[src/hdl/ffle_pkg.sv]
// shared constants, command codes and port structs of the layer engine
// no dependencies; imported by every engine module
`timescale 1ns / 1ps

package ffle_pkg;

   localparam int WORD_MAX   = 64;
   localparam int SBOX_COUNT = 16;
   localparam int RADIX_MAX  = 256;

   localparam int DIGIT_W    = 8;
   localparam int WADDR_W    = $clog2(WORD_MAX);
   localparam int SEL_W      = 4;
   localparam int ENTRY_W    = $clog2(RADIX_MAX);
   localparam int SBOX_AW    = SEL_W + ENTRY_W;
   localparam int SBOX_DEPTH = SBOX_COUNT * RADIX_MAX;

   localparam int RADIX_W    = 9;
   localparam int LEN_W      = 7;
   localparam int BD_W       = 6;
   localparam int SBU_W      = 5;
   localparam int CMD_W      = 3;
   localparam int CSR_IDX_W  = 3;
   localparam int CSR_DATA_W = 9;

   localparam int MOD_W      = RADIX_W;
   localparam int MOD_CNT_W  = $clog2(MOD_W);

   // register reset values
   localparam logic [RADIX_W-1:0] RADIX_RST = RADIX_W'(256);
   localparam logic [LEN_W-1:0]   LEN_RST   = LEN_W'(16);
   localparam logic [BD_W-1:0]    BD1_RST   = BD_W'(1);
   localparam logic [BD_W-1:0]    BD2_RST   = BD_W'(1);
   localparam logic [SBU_W-1:0]   SBU_RST   = SBU_W'(16);

   // register indexes
   localparam logic [CSR_IDX_W-1:0] CSR_RADIX = 3'd0;
   localparam logic [CSR_IDX_W-1:0] CSR_LEN   = 3'd1;
   localparam logic [CSR_IDX_W-1:0] CSR_BD1   = 3'd2;
   localparam logic [CSR_IDX_W-1:0] CSR_BD2   = 3'd3;
   localparam logic [CSR_IDX_W-1:0] CSR_SBU   = 3'd4;

   // commands
   localparam logic [CMD_W-1:0] CMD_WR_SBOX  = 3'd0;
   localparam logic [CMD_W-1:0] CMD_WR_DIGIT = 3'd1;
   localparam logic [CMD_W-1:0] CMD_ENC      = 3'd2;
   localparam logic [CMD_W-1:0] CMD_DEC      = 3'd3;
   localparam logic [CMD_W-1:0] CMD_RD_DIGIT = 3'd4;

   localparam logic STATUS_DONE = 1'b0;
   localparam logic STATUS_REJ  = 1'b1;

   typedef struct packed {
      logic [WADDR_W-1:0] rd_addr;
      logic               wr_en;
      logic [WADDR_W-1:0] wr_addr;
      logic [DIGIT_W-1:0] wr_data;
   } word_req_type;

   typedef struct packed {
      logic               wr_en;
      logic [SEL_W-1:0]   wr_sel;
      logic [ENTRY_W-1:0] wr_pos;
      logic [ENTRY_W-1:0] wr_val;
      logic               rd_inv;
      logic [SBOX_AW-1:0] rd_addr;
   } sbox_req_type;

   typedef struct packed {
      logic               go;
      logic [MOD_W-1:0]   arg;
      logic [RADIX_W-1:0] radix;
   } mod_req_type;

   typedef struct packed {
      logic               done;
      logic [DIGIT_W-1:0] rem;
   } mod_rsp_type;

endpackage

[src/hdl/ffle_mod_unit.sv]
// shared modulo unit: restoring reduction of a 9-bit value by the radix
// depends on ffle_pkg
`timescale 1ns / 1ps

module ffle_mod_unit
   import ffle_pkg::*;
(
   input  logic        clock,
   input  logic        reset,
   input  mod_req_type req,
   output mod_rsp_type rsp
);

   logic                 busy_ff, busy_in;
   logic                 done_ff, done_in;
   logic [DIGIT_W-1:0]   rem_ff, rem_in;
   logic [MOD_W-1:0]     dvd_ff, dvd_in;
   logic [MOD_CNT_W-1:0] cnt_ff, cnt_in;
   logic [MOD_W-1:0]     trial;
   logic                 fits;

   always_comb begin
      trial   = {rem_ff, dvd_ff[MOD_W-1]};
      fits    = (trial >= req.radix);
      busy_in = busy_ff;
      done_in = 1'b0;
      rem_in  = rem_ff;
      dvd_in  = dvd_ff;
      cnt_in  = cnt_ff;
      if (req.go) begin
         busy_in = 1'b1;
         rem_in  = '0;
         dvd_in  = req.arg;
         cnt_in  = '0;
      end else if (busy_ff) begin
         // one quotient bit a cycle, msb first
         rem_in = fits ? DIGIT_W'(trial - req.radix) : trial[DIGIT_W-1:0];
         dvd_in = {dvd_ff[MOD_W-2:0], 1'b0};
         cnt_in = cnt_ff + 1'b1;
         if (cnt_ff == MOD_CNT_W'(MOD_W - 1)) begin
            busy_in = 1'b0;
            done_in = 1'b1;
         end
      end
   end

   always_ff @(posedge clock) begin
      if (reset) begin
         busy_ff <= 1'b0;
         done_ff <= 1'b0;
      end else begin
         busy_ff <= busy_in;
         done_ff <= done_in;
      end
   end

   always_ff @(posedge clock) begin
      rem_ff <= rem_in;
      dvd_ff <= dvd_in;
      cnt_ff <= cnt_in;
   end

   assign rsp.done = done_ff;
   assign rsp.rem  = rem_ff;

endmodule

[config.mk]
export PLATFORM = sky130hd
export DESIGN_NAME = ffle_mod_unit
export DESIGN_NICKNAME = d
export VERILOG_FILES = /design/src/hdl/ffle_pkg.sv /design/src/hdl/ffle_mod_unit.sv
export SDC_FILE = /design/constraint.sdc
export NUM_CORES = 1
export LEC_CHECK = 0
export BUFFER_PORTS_ARGS = -buffer_cell sky130_fd_sc_hd__buf_2
export CAP_MARGIN = 10
export CORE_MARGIN = 4
export CORE_UTILIZATION = 49
export DETAILED_ROUTE_END_ITERATION = 12
export GPL_TIMING_DRIVEN = 0
export PLACE_DENSITY_LB_ADDON = 0.1
export SLEW_MARGIN = 15
export SYNTH_ARGS = -nofsm -noshare
export SYNTH_HDL_FRONTEND = slang
export SYNTH_SLANG_ARGS = --single-unit
export TNS_END_PERCENT = 30
[constraint.sdc]
create_clock -name clock -period 2.1 [get_ports clock]
set_input_delay 0.21 -clock clock [delete_from_list [all_inputs] [get_ports clock]]
set_output_delay 0.21 -clock clock [all_outputs]
set_load 0.01 [all_outputs]
# Yosys cells after proc, flatten, opt, wreduce, memory -nomap -nowiden
# Cells that the tools add are included.
op_classes:
  n_addsub: 2
  n_lt_le_gt_ge: 1
  eq_ne: 1
  n_mux: 7
  bitwise: 1
  reduce_logical: 2
op_table:
  columns: ["operator", "n"]
  rows:
  - ["9-bit two-way mux", 2]
  - ["9-bit greater-or-equal comparator", 1]
  - ["8-bit two-way mux", 1]
  - ["8-bit subtractor", 1]
  - ["4-bit by 1-bit adder with 4-bit output, second input constant", 1]
  - ["4-bit equality test, second input constant", 1]
  - ["1-bit two-way mux", 4]
  - ["3-bit OR reduction", 1]
  - ["2-bit nonzero test", 1]
  - ["1-bit inverter", 1]
word_totals:
  reg_bits: 23
  input_bits: 21
  out_inout_bits: 9
  elab_cells: 19

# Logic depth before layout (Yosys ltp)
# Gate-level depths: netlist (run 1).
depth:
  depth_word: 4
  ltp_mapped: 8
  depth_no_buf: 8

# Worst setup path after synthesis (run 1)
# OpenSTA, ideal clock, no wires.
synth_timing:
  path_type: "reg2reg"
  from: "reg dvd_ff[8]"
  to: "reg rem_ff[6]"
  setup_time_ns: 0.088
  t_arrival_ns: 2.064
  required_ns: 2.012
  path_slack_ns: -0.052
  path_stages_with_launch: 9
  n_path_buf: 0
  synth_period_minus_slack_ns: 2.152
  cell_sequence: "edfxtp_1 > inv_1 > ha_1 > fa_1 > nand2b_1 > a2111oi_0 > a211oi_1 > or3_1 > a311oi_2"
synth_via:
  elab_chain_cells: 2
  elab_cells_between_ends: 3
  cone_classes: "add/sub (1); order compare (1); mux (1)"
synth_rtl:
  columns: ["element", "line", "source"]
  rows:
  - ["start, declared", "ffle_mod_unit.sv:17", "logic [MOD_W-1:0] dvd_ff, dvd_in;"]
  - ["start signal, assigned", "ffle_mod_unit.sv:59", "dvd_ff <= dvd_in;"]
  - ["8-bit subtractor or 9-bit greater-or-equal comparator (tied branches)", "ffle_mod_unit.sv:37, ffle_mod_unit.sv:24", null]
  - ["8-bit two-way mux (*)", "ffle_mod_unit.sv:37", "rem_in = fits ? DIGIT_W'(trial - req.radix) : trial[DIGIT_W-1:0];"]
  - ["end signal, assigned", "ffle_mod_unit.sv:58", "rem_ff <= rem_in;"]
  - ["end, declared", "ffle_mod_unit.sv:16", "logic [DIGIT_W-1:0] rem_ff, rem_in;"]
# Mark *: on every way between the ends. The rest lies on a longest branch, timed or not.
# A chain may end at the register's enable or synchronous reset.

# Final worst setup path (run 1)
# Same ends and word-level chain as after synthesis.

==> results of run 1 <==
cell usage in the layout (no fill, tap or decap), types with 5 or more instances in the layout:
cell | Yosys | layout
ha_1 | 11 | 7
clkbuf_1 | 4 | 5
o21ai_0 | 9 | 9
a21oi_1 | 6 | 6
edfxtp_1 | 9 | 9
mux2_2 | 8 | 8
inv_1 | 14 | 14
nor2_1 | 17 | 17
nand2_1 | 5 | 5
nor3b_1 | 5 | 5
buf_2 | 0 | 28
dfxtp_1 | 14 | 14
logic make-up after synthesis:
group	share of synthesized area [%]
multiplexers	6.606
buffers and inverters	5.697
AND/OR/NAND/NOR	20.40
XOR/XNOR	2.313
adder cells (fa/ha/maj)	10.40
flip-flops	36.33
AO/OA/AOI/OAI	18.25
registers in the layout (all words and copies together), names as in the netlist:
name,flops
dvd_ff,9
busy_ff,1
done_ff,1
cnt_ff,4
rem_ff,8
worst max-delay path: cells and delay by family (launching register included):
family | cells | cell delay [ns]
fa+ha+maj | 2 | 0.52
flops | 1 | 0.40
simple gates | 2 | 0.50
compound gates | 3 | 0.59
buf+inv | 1 | 0.06
worst max-delay path by stage:
stage | start | to | slack [ns] | cells past startpoint
finish | dvd_ff[8] | rem_ff[6] | -0.04 | 8
global route | dvd_ff[8] | rem_ff[6] | -0.15 | 8
CTS | dvd_ff[8] | rem_ff[6] | -0.05 | 8
detailed placement | dvd_ff[8] | rem_ff[6] | -0.14 | 8
global placement | dvd_ff[8] | rem_ff[6] | -0.10 | 8
floorplan | dvd_ff[8] | rem_ff[6] | 0.04 | 8
timing repair:
| action | CTS | global route |
|---|---|---|
| buffers inserted | 1 | 0 |
| gates cloned | 0 | 1 |
| endpoints found under the setup margin | 2 | 8 |
| pin swaps | 0 | 2 |
| resized for setup | 5 | 8 |
routing by layer:
metal  up-vias  share of wire (%)  global-route usage [%]
li1        654                  -                       -
met1       602                 49                   23.52
met2        33                 44                   25.42
met3         4                5.2                   4.263
met4         0                1.0                   3.504
met5         -                  0                       0
stage by stage:
step | utilization (%) | instance area (µm²)
after global routing | 64.25 | 1833
after detailed placement | 59.87 | 1708
after global placement | 59.87 | 1708
final | 64.25 | 1833
after floorplan | - | 1529
after CTS | 61.93 | 1767
report_power, final:
part           switching, mW  leakage [nW]  total [mW]  internal (mW)
clock                  0.127        0.0150       0.201         0.0741
sequential            0.0257         0.206       0.529          0.504
combinational          0.205         0.515       0.375          0.171
area by class of cell:
class | instances | area (µm²) | area share [%]
Tap cell | 31 | 38.79 | 2.116
Sequential cell | 23 | 550.5 | 30.03
Buffer | 7 | 37.54 | 2.048
Clock buffer | 4 | 26.28 | 1.433
Timing Repair Buffer | 29 | 147.6 | 8.055
Inverter | 14 | 52.55 | 2.867
Multi-Input combinational cell | 116 | 979.7 | 53.45
==> results.ini, run 1 <==
[hold_path]
hold_class = input port to flip-flop
min_to = busy_ff
hold_depth = 2
hold_start = reset

[timing]
period_needed_ns = 2.135
hold_viol_final = 0
rsz0062_at_grt = true
clock_skew_ns = 0.01339
drv_slew = 0
timing.setup.tns_ns = -0.03518
slew_headroom_pct = 62.39
finalCritPeriodShare_pct = 101.7
setup_viol = 1
holdWs_ns = 0.08662
setup_slack_ns = -0.03518
worst_slew_pin_slew_ns = 0.5642
fmax_mhz = 468.3

[grt]
grt_max_degree = 13
grt_pass1_vias = 1211
antenna_found_initial = 0
grt_usage_pct = 16.64
overflow = 0
grt_pass1_wl_um = 5478

[critical_path]
startpoint_type = flip-flop
r2r_end = rem_ff[6]
slowest_delay_ns = 0.40
arrival_ns = 2.37
cp_cell_sequence = inv_1 -> ha_2 -> fa_2 -> nand2b_4 -> a2111oi_4 -> a211oi_1 -> or3_1 -> a311oi_2
r2r_start = dvd_ff[8]
rr_worst_depth = 8
critPathMaxFanout = 3
worstPathRequired_ns = 2.34
r2r_slack_ns = -0.04
worst-setup-path-type = flip-flop to flip-flop
crit_slowest_cell = edfxtp_1
end_kind = flip-flop

[synthesis]
syn_avg_cell_area_um2 = 9.530
ys_seq_area_share_pct = 36.33
synth_common_cells = nor2_1 (17), dfxtp_1 (14), inv_1 (14)
yosysMostFrequentCell = nor2_1
ys_warn_count = 0
yosys-top-cells-area = dfxtp_1 (18%), edfxtp_1 (18%), ha_1 (9.1%), mux2_2 (5.9%), nor2_1 (4.2%)
synth_area_um2 = 1515
yosysTopAreaCellShare_pct = 18.50
ys.flop_type = dfxtp_1
synth_seq_cells = 23
syn_inst = 159
synth-edff-count = 9
syn_nets = 192
async_reset_ff_share_pct = 0
synth.distinct_cells = 41
yosysTopAreaCell = dfxtp_1

[run_status]
outcome = complete, but fails checks
failed_checks = negative setup slack

[clock_network]
htree_levels = 1
cts_root_buf = clkbuf_4
cts_made_buffers = 3
clkLatencyLatePin_ns = 0.31
cts.sink_count = 23
cts.clk_slew.worst_paths_ns = 0.13
cts_tree = yes
hold_buffers = 0
cts_max_path_buffers = 2

[drt]
drc = 0
drt_iter0_drc = 55
num_vias = 1293
wl_um = 3351
first_pass_iters = 4
via_per_inst = 5.772
ant_nets = 0
wl_per_cell_um = 14.96

[floorplan]
dieHeight_um = 63.61
start_util_pct = 53.11
dieWidth_um = 63.61
core_area_um2 = 2853
ios = 30
fp.dieArea_um2 = 4046
num_rows = 19

[placed_design]
dp_cells = 218
io_buffers = 28
hpwl_um = 2508
post-place-ws_ns = -0.1368
place.gp.congestion = 0.8034

[pwr]
p_total_mw = 1.106
p_leak_nw = 0.7355
peakVddDrop_mv = 0.4663
power.density_nw_per_um2 = 603.4

[final_layout]
drive_gt1_share_pct = 30.05
fin_cells = 224
n_antenna_cell = 0
fin_nets = 227
fillers = 247
area_growth_pct = 20.97

[run]
drv_cap = 0

Note: power is estimated with default switching activity, not from simulation.
==> inputs of run 2 (changes only) <==
CORE_UTILIZATION = 45   (was 49)
==> results.ini, run 2 (same netlist as run 1, synthesis figures left out) <==
[final_layout]
regMostFlops = dvd_ff
final_common_cell = buf_2
fillers = 299
largest_reg_flops = 9
final_cell_mix = buf_2 (28), nor2_1 (17), inv_1 (14), dfxtp_1 (14)
fin_nets = 225
n_antenna_cell = 0
largest_registers = dvd_ff: 9 flops, rem_ff: 8 flops, cnt_ff: 4 flops
drive_gt1_share_pct = 30.37
area_growth_pct = 20.31

[timing]
finalCritPeriodShare_pct = 103.9
clock_skew_ns = 0.004043
period_needed_ns = 2.183
timing.setup.tns_ns = -0.1014
drv_slew = 0
setup_viol = 2
rsz0062_at_grt = true
slew_headroom_pct = 62.28
worst_slew_pin_slew_ns = 0.5658
holdWs_ns = 0.05961
fmax_mhz = 458.2
hold_viol_final = 0
setup_slack_ns = -0.08266

[critical_path]
rr_worst_depth = 8
r2r_slack_ns = -0.08
cp_cell_sequence = inv_1 -> ha_2 -> fa_2 -> nand2b_4 -> a2111oi_4 -> a211oi_2 -> or3_1 -> a311oi_2
worst-setup-path-type = flip-flop to flip-flop
r2r_end = rem_ff[6]
arrival_ns = 2.41
r2r_start = dvd_ff[8]
slowest_delay_ns = 0.40
end_kind = flip-flop
worstPathRequired_ns = 2.33
startpoint_type = flip-flop
crit_slowest_cell = edfxtp_1
critPathMaxFanout = 4
startpoint = dvd_ff[8]

[run_status]
failed_checks = negative setup slack
outcome = complete, but fails checks

[floorplan]
fp.dieArea_um2 = 4359
start_util_pct = 48.44
dieHeight_um = 66.03
num_rows = 20
dieWidth_um = 66.03
core_area_um2 = 3128
ios = 30

[pwr]
power.internal_mw = 0.7398
p_leak_nw = 0.7301
peakVddDrop_mv = 0.3446
swShare_pct = 31.95
p_seq_share_pct = 48.7
pwr-share-comb_pct = 33.1
p_sw_mw = 0.3474
power.density_nw_per_um2 = 596.4
p_clk_share_pct = 18.3

[drt]
num_vias = 1270
wl_per_cell_um = 14.12
wl_um = 3318
via_per_inst = 5.404
drc = 0
first_pass_iters = 4
ant_nets = 0
drt_iter0_drc = 82

[clock_network]
cts.clk_slew.worst_paths_ns = 0.12
cts_tree = yes
hold_buffers = 0
htree_levels = 1
cts_made_buffers = 3
cts_max_path_buffers = 2
postCtsSetupRepairBufs = 0
cts_root_buf = clkbuf_4
cts.sink_count = 23
clkLatencyLatePin_ns = 0.30

[hold_path]
min_to = busy_ff
hold_depth = 2
hold_class = input port to flip-flop
hold_start = reset

[grt]
overflow = 0
grt_usage_pct = 16.26
grt_pass1_wl_um = 5616
grt_max_degree = 13
grt_pass1_vias = 1217
antenna_found_initial = 0

[placed_design]
place.gp.congestion = 0.8110
hpwl_um = 2545
post-place-ws_ns = -0.1514
io_buffers = 28

[run]
drv_cap = 0

[run 2: power by group through the flow]
stage,registers (mW),clock network (mW),logic [mW]
floorplan,0.537,0,0.232
global placement,0.536,0,0.310
detailed placement,0.539,0,0.320
CTS,0.529,0.209,0.332
global route,0.534,0.231,0.400
finish,0.529,0.199,0.359
[run 2: how the worst max path moves through the flow]
stage / end / slack [ns] / cells after the start
2_1_floorplan: rem_ff[6] / 0.04 / 8
5_1_grt: rem_ff[6] / -0.15 / 8
4_1_cts: rem_ff[6] / -0.07 / 8
3_3_place_gp: rem_ff[6] / -0.10 / 8
3_5_place_dp: rem_ff[6] / -0.15 / 8
6_report: rem_ff[6] / -0.08 / 8
[run 2: critical path: cells and delay by family, from the launching register on]
kind | cells | cell delay, ns
AOI/OAI and AO/OA | 3 | 0.62
DFF | 1 | 0.40
adders and majority gates | 2 | 0.52
buffers and inverters | 1 | 0.06
and+or+nand+nor | 2 | 0.51
[run 2: layout make-up]
class | instances | area (µm²) | share of cell area, %
Buffer | 7 | 33.78 | 1.853
Clock buffer | 4 | 26.28 | 1.441
Tap cell | 44 | 55.05 | 3.020
Timing Repair Buffer | 28 | 140.1 | 7.687
Multi-Input combinational cell | 115 | 964.7 | 52.92
Sequential cell | 23 | 550.5 | 30.20
Inverter | 14 | 52.55 | 2.883
[run 2: what timing repair did]
item                       CTS  global route
gates resized for setup      5             8
pin swaps                    0             2
setup endpoints to repair    2             8
[run 2: per-layer routing]
layer	GRT usage (%)	vias up	share of wire, %
met5	0	-	0
met4	2.792	0	0.24
met3	4.252	2	4.2
met2	25.28	24	47
met1	22.92	598	49
li1	-	646	-
[run 2: stage by stage]
step	util [%]	instances	total power [mW]	instance area [µm²]
final	58.28	235	1.087	1823
after global routing	58.28	235	1.165	1823
after CTS	56.76	235	1.070	1775
after detailed placement	55.12	231	0.8586	1724
after global placement	55.12	231	0.8461	1724
after floorplan	-	159	0.7686	1529
==> inputs of run 3 (changes only) <==
CTS_BUF_LIST = sky130_fd_sc_hd__clkbuf_8   (was unset)
==> results.ini, run 3 (same netlist as run 1, synthesis figures left out) <==
[run_status]
outcome = complete, but fails checks
failed_checks = negative setup slack

[timing]
drv_slew = 0
clock_skew_ns = 0.002032
finalCritPeriodShare_pct = 102.5
worst_slew_pin_slew_ns = 0.5695
slew_headroom_pct = 62.03
period_needed_ns = 2.152
hold_viol_final = 0
timing.setup.tns_ns = -0.06682
setup_viol = 2
fmax_mhz = 464.7
rsz0062_at_grt = true
setup_slack_ns = -0.05209

[clock_network]
cts.clk_slew.worst_paths_ns = 0.08
htree_levels = 1
clkLatencyLatePin_ns = 0.26
cts_made_buffers = 3
postCtsSetupRepairBufs = 0
cts_root_buf = clkbuf_8
hold_buffers = 0
cts_tree = yes
cts.sink_count = 23
cts_max_path_buffers = 2

[critical_path]
critPathMaxFanout = 4
path_delay_family = compound AO/OA/AOI/OAI gates
critical_path_buf_inv_count = 1
r2r_end = rem_ff[6]
slowest_delay_ns = 0.38
r2r_slack_ns = -0.05
end_kind = flip-flop
rr_worst_depth = 8
startpoint_type = flip-flop
worstPathRequired_ns = 2.28
r2r_start = dvd_ff[8]
cp_cell_sequence = inv_1 -> ha_2 -> fa_2 -> nand2b_4 -> a2111oi_4 -> a211oi_2 -> or3_1 -> a311oi_2
crit_slowest_cell = edfxtp_1
arrival_ns = 2.33
worst-setup-path-type = flip-flop to flip-flop

[floorplan]
core_area_um2 = 3128
dieHeight_um = 66.03
num_rows = 20
fp.dieArea_um2 = 4359
ios = 30
start_util_pct = 48.44
dieWidth_um = 66.03

[grt]
grt_usage_pct = 16.62
grt_pass1_vias = 1219
overflow = 0
met3_usage_pct = 4.252
use_met1_pct = 23.13
antenna_found_initial = 0
grt_max_degree = 13
grt_pass1_wl_um = 5637
grt_use_met2_pct = 25.16
grt.busiest_layer = met2

[pwr]
peakVddDrop_mv = 0.3570
p_leak_nw = 0.7437
power.density_nw_per_um2 = 625.7
p_total_mw = 1.146

[final_layout]
area_growth_pct = 20.89
largest_reg_flops = 9
regMostFlops = dvd_ff
seqCellArea_um2 = 550.5
final_area_um2 = 1832
fin_nets = 225
largest_registers = dvd_ff: 9 flops, rem_ff: 8 flops, cnt_ff: 4 flops
multi_input_area_um2 = 954.7
final_util_pct = 58.56
final_common_cell = buf_2
final_cell_mix = buf_2 (28), nor2_1 (17), inv_1 (15)
drive_gt1_share_pct = 29.84
fillers = 295
n_antenna_cell = 0

[hold_path]
hold_class = input port to flip-flop
hold_depth = 2
hold_start = reset
min_to = busy_ff

[drt]
wl_per_cell_um = 14.15
drt_iter0_drc = 110
drc = 0
via_per_inst = 5.455
wl_um = 3325
num_vias = 1282
first_pass_iters = 4
ant_nets = 0

[placed_design]
post-place-ws_ns = -0.1514
io_buffers = 28
placed_cell_area_um2 = 1724
place.gp.congestion = 0.8110
hpwl_um = 2545

[run]
drv_cap = 0

[run 3: changes by cell type in the layout (fill, tap and decap cells not counted)]
cell / delta
clkbuf_1: -1
inv_1: +1
nand4_4: -1
nand4_2: +1
clkbuf_4: -3
o21a_1: +1
clkbuf_8: +3
o21a_2: -1
[run 3: layout make-up]
| cell class | instances | share of cell area [%] |
|---|---|---|
| flip-flops and latches | 23 | 30.05 |
| well taps | 44 | 3.005 |
| plain buffers | 7 | 1.844 |
| clock inverters | 1 | 0.2049 |
| multi-input cells | 115 | 52.12 |
| repair buffers | 28 | 7.650 |
| clock buffers | 3 | 2.254 |
| inverters | 14 | 2.869 |
[run 3: what timing repair did]
item                                    CTS  global route
pin swaps                                 0             1
resized for setup                         5             6
endpoints found under the setup margin    1             7
endpoints found under the hold margin     0             0
[run 3: worst max path at each step]
stage,start,to,slack (ns),depth (start not counted)
final,dvd_ff[8],rem_ff[6],-0.05,8
after global placement,dvd_ff[8],rem_ff[6],-0.10,8
after global routing,dvd_ff[8],rem_ff[6],-0.14,8
after detailed placement,dvd_ff[8],rem_ff[6],-0.15,8
after floorplan,dvd_ff[8],rem_ff[6],0.04,8
after CTS,dvd_ff[8],rem_ff[6],-0.06,8
[run 3: stage by stage]
stage / hold WS (ns) / cells
final: 0.1121 / 235
after global routing: 0.1121 / 235
after CTS: 0.1002 / 235
after detailed placement: 0.3895 / 231
after global placement: 0.3930 / 231
after floorplan: 0.2824 / 159
[run 3: worst register-to-register path, cell delays in order, from the launching register on]
cell and delay, ns:
edfxtp_1 0.38, inv_1 0.06, ha_2 0.18, fa_2 0.34
nand2b_4 0.17, a2111oi_4 0.31, a211oi_2 0.07, or3_1 0.33
a311oi_2 0.23
[run 3: power breakdown]
group / total [mW] / internal [mW] / leakage [nW] / switching (mW)
combinational: 0.353 / 0.160 / 0.511 / 0.193
clock: 0.264 / 0.130 / 0.0269 / 0.133
sequential: 0.529 / 0.504 / 0.206 / 0.0253
[run 3: layer usage]
layer | wire length [µm] | vias up | share of wire (%)
met1 | 1564 | 601 | 47
li1 | - | 645 | -
met5 | 0 | - | 0
met4 | 44 | 0 | 1.3
met3 | 171 | 5 | 5.1
met2 | 1545 | 31 | 46
