**src/hdl/ffle_pkg.sv**
```systemverilog
// shared constants, command codes and port structs of the layer engine
// no dependencies; imported by every engine module
`timescale 1ns / 1ps

package ffle_pkg;

   localparam int WORD_MAX   = 64;
   localparam int SBOX_COUNT = 16;
   localparam int RADIX_MAX  = 256;

   localparam int DIGIT_W    = 8;
   localparam int WADDR_W    = $clog2(WORD_MAX);
   localparam int SEL_W      = 4;
   localparam int ENTRY_W    = $clog2(RADIX_MAX);
   localparam int SBOX_AW    = SEL_W + ENTRY_W;
   localparam int SBOX_DEPTH = SBOX_COUNT * RADIX_MAX;

   localparam int RADIX_W    = 9;
   localparam int LEN_W      = 7;
   localparam int BD_W       = 6;
   localparam int SBU_W      = 5;
   localparam int CMD_W      = 3;
   localparam int CSR_IDX_W  = 3;
   localparam int CSR_DATA_W = 9;

   localparam int MOD_W      = RADIX_W;
   localparam int MOD_CNT_W  = $clog2(MOD_W);

   // register reset values
   localparam logic [RADIX_W-1:0] RADIX_RST = RADIX_W'(256);
   localparam logic [LEN_W-1:0]   LEN_RST   = LEN_W'(16);
   localparam logic [BD_W-1:0]    BD1_RST   = BD_W'(1);
   localparam logic [BD_W-1:0]    BD2_RST   = BD_W'(1);
   localparam logic [SBU_W-1:0]   SBU_RST   = SBU_W'(16);

   // register indexes
   localparam logic [CSR_IDX_W-1:0] CSR_RADIX = 3'd0;
   localparam logic [CSR_IDX_W-1:0] CSR_LEN   = 3'd1;
   localparam logic [CSR_IDX_W-1:0] CSR_BD1   = 3'd2;
   localparam logic [CSR_IDX_W-1:0] CSR_BD2   = 3'd3;
   localparam logic [CSR_IDX_W-1:0] CSR_SBU   = 3'd4;

   // commands
   localparam logic [CMD_W-1:0] CMD_WR_SBOX  = 3'd0;
   localparam logic [CMD_W-1:0] CMD_WR_DIGIT = 3'd1;
   localparam logic [CMD_W-1:0] CMD_ENC      = 3'd2;
   localparam logic [CMD_W-1:0] CMD_DEC      = 3'd3;
   localparam logic [CMD_W-1:0] CMD_RD_DIGIT = 3'd4;

   localparam logic STATUS_DONE = 1'b0;
   localparam logic STATUS_REJ  = 1'b1;

   typedef struct packed {
      logic [WADDR_W-1:0] rd_addr;
      logic               wr_en;
      logic [WADDR_W-1:0] wr_addr;
      logic [DIGIT_W-1:0] wr_data;
   } word_req_type;

   typedef struct packed {
      logic               wr_en;
      logic [SEL_W-1:0]   wr_sel;
      logic [ENTRY_W-1:0] wr_pos;
      logic [ENTRY_W-1:0] wr_val;
      logic               rd_inv;
      logic [SBOX_AW-1:0] rd_addr;
   } sbox_req_type;

   typedef struct packed {
      logic               go;
      logic [MOD_W-1:0]   arg;
      logic [RADIX_W-1:0] radix;
   } mod_req_type;

   typedef struct packed {
      logic               done;
      logic [DIGIT_W-1:0] rem;
   } mod_rsp_type;

endpackage

```
**src/hdl/ffle_word_store.sv**
```systemverilog
// digit word memory with per-entry valid bits; unwritten entries read as zero
// depends on ffle_pkg
`timescale 1ns / 1ps

module ffle_word_store
   import ffle_pkg::*;
(
   input  logic               clock,
   input  logic               reset,
   input  word_req_type       req,
   output logic [DIGIT_W-1:0] rd_digit
);

   logic [DIGIT_W-1:0]  word_mem [WORD_MAX];
   logic [WORD_MAX-1:0] vld_ff, vld_in;
   logic [DIGIT_W-1:0]  data_ff;
   logic                hit_ff;

   always_comb begin
      vld_in = vld_ff;
      if (req.wr_en) begin
         vld_in[req.wr_addr] = 1'b1;
      end
   end

   always_ff @(posedge clock) begin
      if (reset) begin
         vld_ff <= '0;
      end else begin
         vld_ff <= vld_in;
      end
   end

   always_ff @(posedge clock) begin
      if (req.wr_en) begin
         word_mem[req.wr_addr] <= req.wr_data;
      end
      data_ff <= word_mem[req.rd_addr];
      hit_ff  <= vld_ff[req.rd_addr];
   end

   assign rd_digit = hit_ff ? data_ff : '0;

endmodule

```
**config.mk**
```make
export PLATFORM = sky130hd
export DESIGN_NAME = ffle_word_store
export DESIGN_NICKNAME = d
export VERILOG_FILES = /design/src/hdl/ffle_pkg.sv /design/src/hdl/ffle_word_store.sv
export SDC_FILE = /design/constraint.sdc
export NUM_CORES = 1
export LEC_CHECK = 0
export ABC_CLOCK_PERIOD_IN_PS = 2680
export BUFFER_PORTS_ARGS = -buffer_cell sky130_fd_sc_hd__buf_2
export CELL_PAD_IN_SITES_DETAIL_PLACEMENT = 0
export CELL_PAD_IN_SITES_GLOBAL_PLACEMENT = 2
export CORE_ASPECT_RATIO = 0.9
export CORE_MARGIN = 4
export CORE_UTILIZATION = 49
export CTS_CLUSTER_DIAMETER = 50
export CTS_CLUSTER_SIZE = 30
export DETAILED_ROUTE_END_ITERATION = 10
export PLACE_DENSITY_LB_ADDON = 0.3
export SYNTH_ARGS = -nofsm -noshare
export SYNTH_HDL_FRONTEND = slang
export SYNTH_SLANG_ARGS = --single-unit
```
**constraint.sdc**
```tcl
create_clock -name clock -period 2.68 [get_ports clock]
set_input_delay 0.134 -clock clock [delete_from_list [all_inputs] [get_ports clock]]
set_output_delay 0.134 -clock clock [all_outputs]
set_load 0.005 [all_outputs]
```
# [Word-level counts from Yosys, hierarchy flattened]
# Memories as Yosys holds them, arrays and structs flattened. A register that Yosys moved wholly into a read port is not among the register bits.
# Index checks and enable logic that the tools add are counted.
[classes] n_mux=7 bitwise_logic=1 n_reduce_logical=1 n_lt_le_gt_ge=3
[ops] cell="$or 64x64->64" n=1
[ops] cell="$lt 6x7->1 const B" n=2
[ops] cell="$mux 8" n=1
[ops] cell="$bmux 1 s6" n=1
[ops] cell="$demux 1 s6" n=1
[ops] cell="$ge 6x1->1 const B" n=1
[ops] cell="$mux 1" n=4
[ops] cell="$logic_and 1x1->1" n=1
[totals] reg_bits=65 mem_bits_rw=512 mem_count=1 output_inout_bits=8
[memory_table] name="word_mem" words=64 word_bits=8 read_ports=1 rd_ports_with_merged_regs=1 write_ports=1 line_no="ffle_word_store.sv:14" text="logic [DIGIT_W-1:0] word_mem [WORD_MAX];"

# [Depth between registers and ports, before layout]
# Gate-level depths: netlist (run 1).
[logic_depth] depth_word=5 ltp_mapped=9 mapped_depth_nobuf=5

# [Least setup slack after synthesis (run 1)]
# No wires, ideal clock.
[synth_path] path_kind="input -> register" startpoint="input req[16] in the netlist's numbering" endpoint="register data_ff[1], read port of word_mem" slack_ps=775 cell_stages=7 t_required_ps=2563 t_arrival_ps=1789 setup_time_ps=117 path_buffers=2 path_cell_list="buf_2 -> clkbuf_1 -> mux4_2 -> mux2_2 -> a221oi_1 -> a221oi_1 -> a22o_1"
[synth_rtl] element="from (decl)" line_no="ffle_word_store.sv:10" text="input word_req_type req,"
[synth_rtl] element="to (decl)" line_no="ffle_word_store.sv:16" text="logic [DIGIT_W-1:0] data_ff;"

==> out/metrics.yaml, run 1 <==
die_height_um: 212
cellInternalPower_w: 0.0136
cts-root-buf: "clkbuf_16"
max-slew-margin-rel_pct: 25.4
clock_path_buffers: 3
area_growth_pct: 13.1
worst-path-max-fanout: 1
worst-endpoint-arrival_ns: 2.67
crit_path_end_kind: "flop"
holdBufCountCts: 1
global_route_wire_length_before_repair_um: 76000
ant_nets: 0
final.period_utilization_pct: 82.1
area_share_of_the_largest_cell_type_after_synthesis_pct: 68.2
maximum_capacitance_violations: 0
drt_first_iter_violations: 1070
critPathRequiredTime_ns: 3.15
reg2reg_depth: 7
power-per-cell-area_mw_per_mm2: 691
finish.net_count: 1292
min_period_ns: 2.20
largest_net_degree_at_the_start_of_global_routing: 67
groute.layer.met2.usage_pct: 31.4
drt-vias-per-instance: 5.89
synthesis.area_per_instance_sq_um: 19.6
power.static_leakage_nw: 8.32
groute.usage.overall_pct: 21.3
postSynthRegisterBits: 585
place_area_sq_mm: 0.0241
clock-sinks: 585
setup_total_negative_slack_ns: 0
rsz0062_at_grt: "false"
grt_antenna_before_repair: 0
drc_errors: 0
drive_above_1_share_pct: 29.8
placementRows: 74
cts.reportedPaths.clkPinSlew_ns: 0.09
fmaxAchievable_ghz: 0.454
timing.reg2reg.setup_slack_ns: 0.48
synth_fp_nets: 1175
placement.io_buffers: 30
worstHoldPathCells: 1
run_status: "finished clean"
vias: 11233
hold_class: "primary input to flop"
mostFrequentLayoutCell: "edfxtp_1"
cts.repair.resized: 0
wire_per_inst_um: 27.1
global_route.overflow_total: 0
start_kind: "flop"
num_io_pins: 31
synth_ff_type: "edfxtp_1"
cts-htree-levels: 2
final_area_sq_mm: 0.0255
clock_latency_ns: 0.59
power.share.combinational_pct: 5.6
cp_slowest_cell: "mux4_2"
finalHoldViolations: 0
timing_worst_setup_path_type: "flop to flop"
min_delay_worst_endpoint: "word_mem[15][1]"
cts_tree: "done"
fp.dieArea_sq_mm: 0.0495
synth_warn: 0
worstReg2RegEnd: "data_ff[5]"
post-route-util_pct: 56.1
path_buf_inv: 2
route.final.wire_length_um: 51600
synth-edff-count: 512
core-area_sq_mm: 0.0455
met3_usage_grt_pct: 4.45
gp_routability_congestion: 0.791
cts_setup_buffers: 0
initial_utilization_pct: 49.6
async_s_r_ff_share_synth_pct: 0
cts_inserted_buffers: 41
share_clk_of_total_power_pct: 37.8
power.share.switching_pct: 22.9
met1_usage_pct: 32.3
report.final.slew_viol_count: 0
ys_seq_area_share_pct: 74.6
critPathTopFamily: "multiplexers"
critical_path.reg2reg.startpoint: "word_mem[51][5]"
netlist_area_sq_mm: 0.0226
timing.critical_path.slowest_cell_delay_ns: 0.48
via_count_of_the_first_global_routing_pass: 11275
hold_path.startpoint: "req[1]"
synth_cells: 1152
dp_hpwl_um: 32500
die_w_um: 234
most_used_cells_in_the_layout_excluding_fill_and_tap_cells: "512 x edfxtp_1, 160 x nor2_1, 141 x mux4_2, 100 x buf_4, 73 x dfxtp_1"
worstPathCellList: "mux4_2, mux2_2, a221oi_1, buf_4, a221oi_1, buf_4, a22o_1"
net_switching_power_w: 0.00404
worst_ir_drop_vdd_uv: 678
tightestPinTransition_ns: 1.12
power_frac_seq_pct: 56.6
grt_peak_use_layer: "met1"
antenna-diode-count: 0
timing.clock.skew_ns: 0.0325
synth_top_cell_by_area: "edfxtp_1"
ys_top_cells_by_area: "edfxtp_1 68%, mux4_2 14%, dfxtp_1 6.5%"
synth.distinct_cells: 38
drt_pre_antenna_iters: 5
finalSetupViolations: 0
worst max-delay path by stage:
stage	to	slack, ns	cells past startpoint	from
final	data_ff[5]	0.48	7	word_mem[51][5]
after global routing	data_ff[5]	0.37	7	word_mem[50][5]
after CTS	data_ff[5]	0.47	7	word_mem[51][5]
after detailed placement	data_ff[7]	0.1	8	req[15]
after global placement	data_ff[7]	0.12	8	req[15]
after floorplan	data_ff[1]	0.77	7	req[16]
cell usage after synthesis (all sizes together), types with 2 or more instances:
cell type,instances
edfxtp,512
a22o,5
a221oi,17
nand3,7
o21ai,11
nand3b,2
mux4,141
a21o,2
o221ai,9
clkbuf,34
a21oi,6
nor2,160
nand2b,7
a22oi,3
and2,11
mux2,20
nor3b,3
nand2,14
nor2b,7
o22ai,6
mux2i,36
dfxtp,73
a221o,6
o21ba,16
buf,32
nor3,5
worst register-to-register path, cell delays in order (launching register included):
cell	delay [ns]
edfxtp_1	0.36
mux4_2	0.48
mux2_2	0.29
a221oi_1	0.29
buf_4	0.20
a221oi_1	0.05
buf_4	0.20
a22o_1	0.22
per-layer routing:
layer | vias to the layer above | share of wire, %
met5 | - | 0
met4 | 0 | 2.7
met3 | 73 | 6.9
met1 | 5938 | 45
met2 | 342 | 46
li1 | 4880 | -
flip-flops by register name, summed over array words and instances, names as in the netlist:
register,cells
word_mem,512
vld_ff,64
data_ff,8
hit_ff,1
stage by stage:
| step | cells | power (W) | hold slack, ns | setup WS, ns |
|---|---|---|---|---|
| 3_3_place_gp | 1833 | 0.0112 | 0.443 | 0.119 |
| 3_5_place_dp | 1833 | 0.0112 | 0.454 | 0.0968 |
| 5_1_grt | 1907 | 0.0182 | 0.0459 | 0.371 |
| 6_report | 1907 | 0.0176 | 0.0289 | 0.479 |
| 2_1_floorplan | 1152 | 0.0107 | 0.233 | 0.775 |
| 4_1_cts | 1907 | 0.0178 | 0.0156 | 0.468 |
logic make-up after synthesis:
family | count (synthesis) | share of synthesized area (%)
flip-flops | 585 | 74.6
AO/OA/AOI/OAI | 85 | 3.04
buffers and inverters | 66 | 1.54
AND/OR/NAND/NOR | 219 | 4.12
multiplexers | 197 | 16.7
final cells by class:
| cell class | instances | area (sq um) |
|---|---|---|
| tap | 608 | 761 |
| fill | 3497 | 19900 |
| clock buffer | 44 | 1040 |
| clock inverter | 29 | 389 |
| timing repair buffer | 140 | 1120 |
| multi-input combinational | 501 | 5380 |
| sequential | 585 | 16800 |
power by group through the flow:
stage / clock network, W / registers [W] / logic, W
2_1_floorplan: 0 / 0.0102 / 0.000549
3_3_place_gp: 0 / 0.0102 / 0.000977
3_5_place_dp: 0 / 0.0102 / 0.000991
4_1_cts: 0.00682 / 0.00999 / 0.000994
5_1_grt: 0.00720 / 0.0100 / 0.00105
6_report: 0.00668 / 0.00999 / 0.000983
Note: power is estimated with default switching activity, not from simulation.
==> inputs of run 2 (changes only) <==
--- a/config.mk
+++ b/config.mk
@@ -5,13 +5,14 @@
 export SDC_FILE = /design/constraint.sdc
 export NUM_CORES = 1
 export LEC_CHECK = 0
-export ABC_CLOCK_PERIOD_IN_PS = 2680
+export ABC_AREA = 1
+export ABC_CLOCK_PERIOD_IN_PS = 1900
 export BUFFER_PORTS_ARGS = -buffer_cell sky130_fd_sc_hd__buf_2
 export CELL_PAD_IN_SITES_DETAIL_PLACEMENT = 0
 export CELL_PAD_IN_SITES_GLOBAL_PLACEMENT = 2
 export CORE_ASPECT_RATIO = 0.9
 export CORE_MARGIN = 4
-export CORE_UTILIZATION = 49
+export CORE_UTILIZATION = 38
 export CTS_CLUSTER_DIAMETER = 50
 export CTS_CLUSTER_SIZE = 30
 export DETAILED_ROUTE_END_ITERATION = 10
==> constraint.sdc (replaced) <==
create_clock -name clock -period 1.9 [get_ports clock]
set_input_delay 0.095 -clock clock [delete_from_list [all_inputs] [get_ports clock]]
set_output_delay 0.095 -clock clock [all_outputs]
set_load 0.005 [all_outputs]
==> out/metrics.yaml, run 2 <==
synth_top_cell_by_area: "edfxtp_1"
vias: 16271  # +45%
final.period_utilization_pct: 88.2
postSynthRegisterBits: 585  # unchanged
finalSetupViolations: 0  # unchanged
grt_antenna_before_repair: 1  # +1
power_frac_seq_pct: 51.2  # -5.4 points
tightestPinTransition_ns: 0.665  # -0.453 ns
maximum_capacitance_violations: 0  # unchanged
via_count_of_the_first_global_routing_pass: 15698  # +39%
finish.net_count: 2321  # +80%
net_switching_power_w: 0.00681  # +69%
cp_slowest_cell: "dfxtp_1"
groute.usage.overall_pct: 20.0  # -1.3 points
synthesis.area_per_instance_sq_um: 10.8  # -45%
cts.reportedPaths.clkPinSlew_ns: 0.07  # -0.02 ns
cts_tree: "done"
synth-edff-count: 512  # unchanged
mostFrequentLayoutCell: "nand2_1"
clock_latency_ns: 0.62  # +0.03 ns
area_growth_pct: 15.8
worstPathCellList: "nand2_1, inv_1, buf_2"
netlist_area_sq_mm: 0.0238  # +5.7%
hold_class: "primary input to flop"
power.share.switching_pct: 24.7  # +1.8 points
synthTopCellsByCount: "746 x nand2_1, 512 x edfxtp_1, 486 x nand3_1"
worst_ir_drop_vdd_uv: 750  # +11%
drt-vias-per-instance: 5.12  # -13%
min_delay_worst_endpoint: "word_mem[43][6]"
drt_first_iter_violations: 1604  # +50%
share_clk_of_total_power_pct: 42.1  # +4.3 points
die_height_um: 246  # +16%
fmaxAchievable_ghz: 0.597
timing.clock.skew_ns: 0.0225  # -0.0100 ns
most_used_standard_cell_by_instance_count_after_synthesis: "nand2_1"
synth_cells: 2204  # +91%
ys_seq_area_share_pct: 70.6  # -4.0 points
synth_ff_type: "edfxtp_1"
ys_top_cells_by_area: "edfxtp_1 64%, nand2_1 12%, nand3_1 10%"
reg2reg_depth: 8  # +1
synth_warn: 0  # unchanged
drt_pre_antenna_iters: 5  # unchanged
worstHoldPathCells: 2  # +1
gp_routability_congestion: 0.775  # -2.0%
start_kind: "flop"
most_flops_register: "word_mem"
initial_utilization_pct: 38.7  # -11 points
placementRows: 86  # +16%
clock-sinks: 585  # unchanged
most_used_cells_in_the_layout_excluding_fill_and_tap_cells: "746 x nand2_1, 512 x edfxtp_1, 486 x nand3_1, 195 x nor2_1, 96 x buf_4"
critPathTopFamily: "flip-flops"
clock_path_buffers: 3  # unchanged
placement.io_buffers: 30  # unchanged
hold_path.startpoint: "req[6]"
core-area_sq_mm: 0.0617  # +36%
critPathRequiredTime_ns: 1.80  # -1.35 ns
global_route.overflow_total: 0  # unchanged
worstReg2RegEnd: "data_ff[0]"
min_period_ns: 1.68
global_route_wire_length_before_repair_um: 101000  # +33%
die_w_um: 272  # +16%
critical_path.reg2reg.startpoint: "word_mem[7][0]"
timing.reg2reg.setup_slack_ns: 0.50  # +0.02 ns
path_buf_inv: 2  # unchanged
power.share.combinational_pct: 6.8  # +1.2 points
route.final.wire_length_um: 67200  # +30%
cts.repair.resized: 0  # unchanged
cellInternalPower_w: 0.0207  # +52%
timing.critical_path.slowest_cell_delay_ns: 0.50  # +0.02 ns
setup_total_negative_slack_ns: 0  # unchanged
synth.distinct_cells: 17  # -55%
num_io_pins: 31  # unchanged
drc_errors: 0  # unchanged
cts_inserted_buffers: 55  # +34%
power-per-cell-area_mw_per_mm2: 997  # +44%
max_ffs_per_register: 512  # unchanged
fp.dieArea_sq_mm: 0.0668  # +35%
top_regs: "word_mem x512, vld_ff x64, data_ff x8"
run_status: "finished clean"
async_s_r_ff_share_synth_pct: 0  # unchanged
crit_path_end_kind: "output port"
max-slew-margin-rel_pct: 55.4  # +30 points
hold_ws_ns: 0.0690  # +0.0401 ns
post-route-util_pct: 44.8  # -11 points
worst-path-max-fanout: 8  # +7
cts-root-buf: "clkbuf_16"
cts-htree-levels: 2  # unchanged
timing_worst_setup_path_type: "flop to output port"
cts_setup_buffers: 0  # unchanged
largest_net_degree_at_the_start_of_global_routing: 96  # +43%
totalPowerFinal_w: 0.0275  # +56%
report.final.slew_viol_count: 0  # unchanged
synth_fp_nets: 2227  # +90%
power.static_leakage_nw: 10.3  # +23%
wire_per_inst_um: 21.1  # -22%
rsz0062_at_grt: "false"
worst-endpoint-arrival_ns: 1.58  # -1.09 ns
ant_nets: 0  # unchanged
area_share_of_the_largest_cell_type_after_synthesis_pct: 64.5  # -3.7 points
drive_above_1_share_pct: 11.0  # -19 points
finalHoldViolations: 0  # unchanged
dp_hpwl_um: 40600  # +25%
## run 2: cell types whose count changed in the layout (fill, tap and decap cells not counted), moves of 10 or more
cell | previous run | this run
a221oi_1 | 17 | 0
and2_1 | 10 | 0
buf_12 | 10 | 31
clkbuf_16 | 41 | 57
inv_1 | 0 | 43
mux2_2 | 20 | 0
mux2i_1 | 36 | 0
mux4_2 | 141 | 0
nand2_1 | 14 | 746
nand3_1 | 7 | 486
nor2_1 | 160 | 195
o21ai_0 | 10 | 0
o21ba_2 | 16 | 0
## run 2: cell type report
type | instances | area [sq um]
flip-flops and latches | 585 | 16800
well taps | 836 | 1050
diodes | 1 | 2.50
inverters | 50 | 198
clock buffers | 58 | 1430
fillers | 5813 | 34000
clock inverters | 45 | 489
multi-input cells | 1441 | 6030
repair buffers | 165 | 1590
## run 2: power by group through the flow
stage	Sequential, W	Clock [W]	Combinational (W)
5_1_grt	0.0141	0.0124	0.00204
6_report	0.0141	0.0116	0.00187
3_5_place_dp	0.0144	0	0.00187
3_3_place_gp	0.0144	0	0.00186
4_1_cts	0.0141	0.0119	0.00189
2_1_floorplan	0.0144	0	0.000993
## run 2: how the worst max path moves through the flow
stage / endpoint / depth (start not counted) / startpoint / slack, ns
floorplan: word_mem[55][0] / 4 / req[14] / 0.51
global placement: word_mem[2][5] / 8 / req[9] / 0.04
detailed placement: word_mem[34][5] / 8 / req[9] / 0.08
CTS: rd_digit[4] / 3 / hit_ff / 0.21
global route: rd_digit[4] / 3 / hit_ff / 0.17
finish: rd_digit[4] / 3 / hit_ff / 0.22
## run 2: per-stage QoR
stage / worst slack, ns / cell area [sq um] / instances
floorplan: 0.513 / 23800 / 2204
global placement: 0.0440 / 25600 / 3068
detailed placement: 0.0845 / 25600 / 3068
CTS: 0.210 / 27600 / 3180
global route: 0.168 / 27600 / 3181
finish: 0.224 / 27600 / 3181
## run 2: cell families (layout without fill, tap and decap cells)
kind of cell  Yosys count  count (layout)  synth area share [%]
buf+inv               178             318                  4.10
simple gates         1441            1441                  25.3
flops                 585             585                  70.6
other cells             0               1                     0
## run 2: repair_timing
action	in CTS	in global routing
setup endpoints to repair	0	0
endpoints found under the hold margin	156	0
hold buffers	9	0
## run 2: routing by layer
| metal | global-route usage, % | part of all wire (%) |
|---|---|---|
| met1 | 29.2 | 47 |
| met2 | 31.3 | 45 |
| met3 | 2.62 | 5.4 |
| met4 | 6.18 | 2.8 |
| met5 | 0 | 0 |
## run 2: worst register-to-register path, delay by kind of cell (launching register included)
family	cells	cell delay (ns)
and+or+nand+nor	8	0.95
DFF	1	0.36
==> inputs of run 3 (changes only) <==
--- a/config.mk
+++ b/config.mk
@@ -6,13 +6,13 @@
 export NUM_CORES = 1
 export LEC_CHECK = 0
 export ABC_AREA = 1
-export ABC_CLOCK_PERIOD_IN_PS = 1900
+export ABC_CLOCK_PERIOD_IN_PS = 1700
 export BUFFER_PORTS_ARGS = -buffer_cell sky130_fd_sc_hd__buf_2
 export CELL_PAD_IN_SITES_DETAIL_PLACEMENT = 0
 export CELL_PAD_IN_SITES_GLOBAL_PLACEMENT = 2
 export CORE_ASPECT_RATIO = 0.9
 export CORE_MARGIN = 4
-export CORE_UTILIZATION = 38
+export CORE_UTILIZATION = 43
 export CTS_CLUSTER_DIAMETER = 50
 export CTS_CLUSTER_SIZE = 30
 export DETAILED_ROUTE_END_ITERATION = 10
==> constraint.sdc (replaced) <==
create_clock -name clock -period 1.7 [get_ports clock]
set_input_delay 0.085 -clock clock [delete_from_list [all_inputs] [get_ports clock]]
set_output_delay 0.085 -clock clock [all_outputs]
set_load 0.005 [all_outputs]
==> out/metrics.yaml, run 3 (synthesized netlist as in run 2, its figures left out) <==
fmaxAchievable_ghz: 0.643
most_flops_register: "word_mem"
run_status: "finished clean"
start_kind: "primary input"
placementRows: 81  # -5.8%
drc_errors: 0  # unchanged
vias: 16192  # -0.49%
reg2reg_depth: 8  # unchanged
drt-vias-per-instance: 5.33  # +4.2%
drt_pre_antenna_iters: 5  # unchanged
die_w_um: 256  # -5.8%
worst_ir_drop_vdd_uv: 799  # +6.6%
via_count_of_the_first_global_routing_pass: 15699  # +0.0064%
clock-sinks: 585  # unchanged
cts-htree-levels: 2  # unchanged
grt_antenna_before_repair: 1  # unchanged
timing.clock.skew_ns: 0.0324  # +0.00993 ns
max_ffs_per_register: 512  # unchanged
crit_path_end_kind: "flop"
min_period_ns: 1.56
route.final.wire_length_um: 65000  # -3.2%
worst-path-max-fanout: 18  # +10
most_used_cells_in_the_layout_excluding_fill_and_tap_cells: "746 x nand2_1, 512 x edfxtp_1, 486 x nand3_1, 195 x nor2_1, 76 x buf_4"
cts-root-buf: "clkbuf_16"
critPathRequiredTime_ns: 2.27  # +0.47 ns
top_regs: "word_mem x512, vld_ff x64, data_ff x8"
placement.io_buffers: 30  # unchanged
initial_utilization_pct: 43.7  # +5.0 points
power.share.combinational_pct: 6.6  # -0.2 points
rsz0062_at_grt: "false"
post-place-cells: 2923  # -4.7%
largest_net_degree_at_the_start_of_global_routing: 82  # -15%
wire_per_inst_um: 21.4  # +1.4%
groute.usage.overall_pct: 21.8  # +1.8 points
place_area_sq_mm: 0.0254  # -0.75%
share_clk_of_total_power_pct: 43.0  # +0.9 points
power.static_leakage_nw: 10.3  # +0.23%
cts_tree: "done"
worst-endpoint-arrival_ns: 2.13  # +0.55 ns
hold_class: "primary input to flop"
finalHoldViolations: 0  # unchanged
cts_setup_buffers: 0  # unchanged
cts_inserted_buffers: 54  # -1.8%
maximum_capacitance_violations: 0  # unchanged
ant_nets: 0  # unchanged
tightestPinTransition_ns: 0.729  # +0.0635 ns
power.share.switching_pct: 24.7  # -0.067 points
report.final.slew_viol_count: 0  # unchanged
area_growth_pct: 15.6
dp_hpwl_um: 37200  # -8.3%
layoutNonFillerInstCount: 3037  # -4.5%
clock_latency_ns: 0.63  # about the same
cts.reportedPaths.clkPinSlew_ns: 0.07  # about the same
gp_routability_congestion: 0.844  # +9.0%
power-per-cell-area_mw_per_mm2: 1130  # +14%
max-slew-margin-rel_pct: 51.1  # -4.3 points
die_height_um: 231  # -5.8%
drive_above_1_share_pct: 10.6  # -0.50 points
cellInternalPower_w: 0.0235  # +13%
timing_worst_setup_path_type: "primary input to flop"
hold_ws_ns: 0.0985  # +0.0295 ns
fp.dieArea_sq_mm: 0.0593  # -11%
num_io_pins: 31  # unchanged
final.period_utilization_pct: 91.5
drt_first_iter_violations: 1457  # -9.2%
clock_path_buffers: 3  # unchanged
net_switching_power_w: 0.00770  # +13%
core-area_sq_mm: 0.0546  # -11%
finish.net_count: 2308  # -0.56%
worstHoldPathCells: 4  # +2
mostFrequentLayoutCell: "nand2_1"
finalSetupViolations: 0  # unchanged
final_area_sq_mm: 0.0276  # -0.21%
global_route.overflow_total: 0  # unchanged
global_route_wire_length_before_repair_um: 98000  # -2.8%
power_frac_seq_pct: 50.4  # -0.8 points
==> run 3: power by group through the flow <==
stage | registers [W] | clock network (W) | logic [W]
after floorplan | 0.0161 | 0 | 0.00111
after global placement | 0.0161 | 0 | 0.00204
after detailed placement | 0.0161 | 0 | 0.00205
after CTS | 0.0157 | 0.0137 | 0.00207
after global routing | 0.0157 | 0.0143 | 0.00225
final | 0.0157 | 0.0134 | 0.00206
==> run 3: what timing repair did <==
item	CTS	global route
hold buffers	11	0
gates resized for setup	0	1
setup endpoints to repair	0	2
endpoints found under the hold margin	328	0
==> run 3: worst max-delay path, cell delays in order <==
cell and delay, ns:
dlygate4sd3_1 0.52, buf_2 0.14, clkinv_1 0.58, nand3_1 0.44
nand3_1 0.22, nand2_1 0.11
==> run 3: layer usage <==
metal | track usage (%) | share of wire [%] | wire [um] | vias to the layer above
li1 | - | - | - | 7700
met1 | 32.2 | 47 | 30300 | 7916
met2 | 33.7 | 45 | 29000 | 479
met3 | 3.55 | 6.4 | 4170 | 97
met4 | 5.90 | 2.4 | 1560 | 0
met5 | 0 | 0 | 0 | -
==> run 3: worst paths after layout <==
kind	startpoint	end	slack, ns
min reg2reg	vld_ff[50]	vld_ff[50]	0.47
min	req[11]	word_mem[39][2]	0.1
max reg2reg	word_mem[11][3]	data_ff[3]	0.30
max	req[19]	data_ff[2]	0.14
==> run 3: stage by stage <==
stage	setup slack [ns]	power (W)	TNS (ns)	utilization, %
2_1_floorplan	0.323	0.0172	0	-
3_3_place_gp	-0.0440	0.0181	-1.01	46.5
4_1_cts	0.0421	0.0315	0	50.5
6_report	0.145	0.0312	0	50.5
5_1_grt	0.0852	0.0323	0	50.5
3_5_place_dp	0.0321	0.0181	0	46.5
==> run 3: cell type report <==
type | instances | area [sq um]
fill | 4853 | 27100
sequential | 585 | 16800
multi-input combinational | 1441 | 6030
timing repair buffer | 153 | 1580
clock buffer | 60 | 1430
tap | 705 | 882
clock inverter | 42 | 608
inverter | 50 | 198
antenna | 1 | 2.50
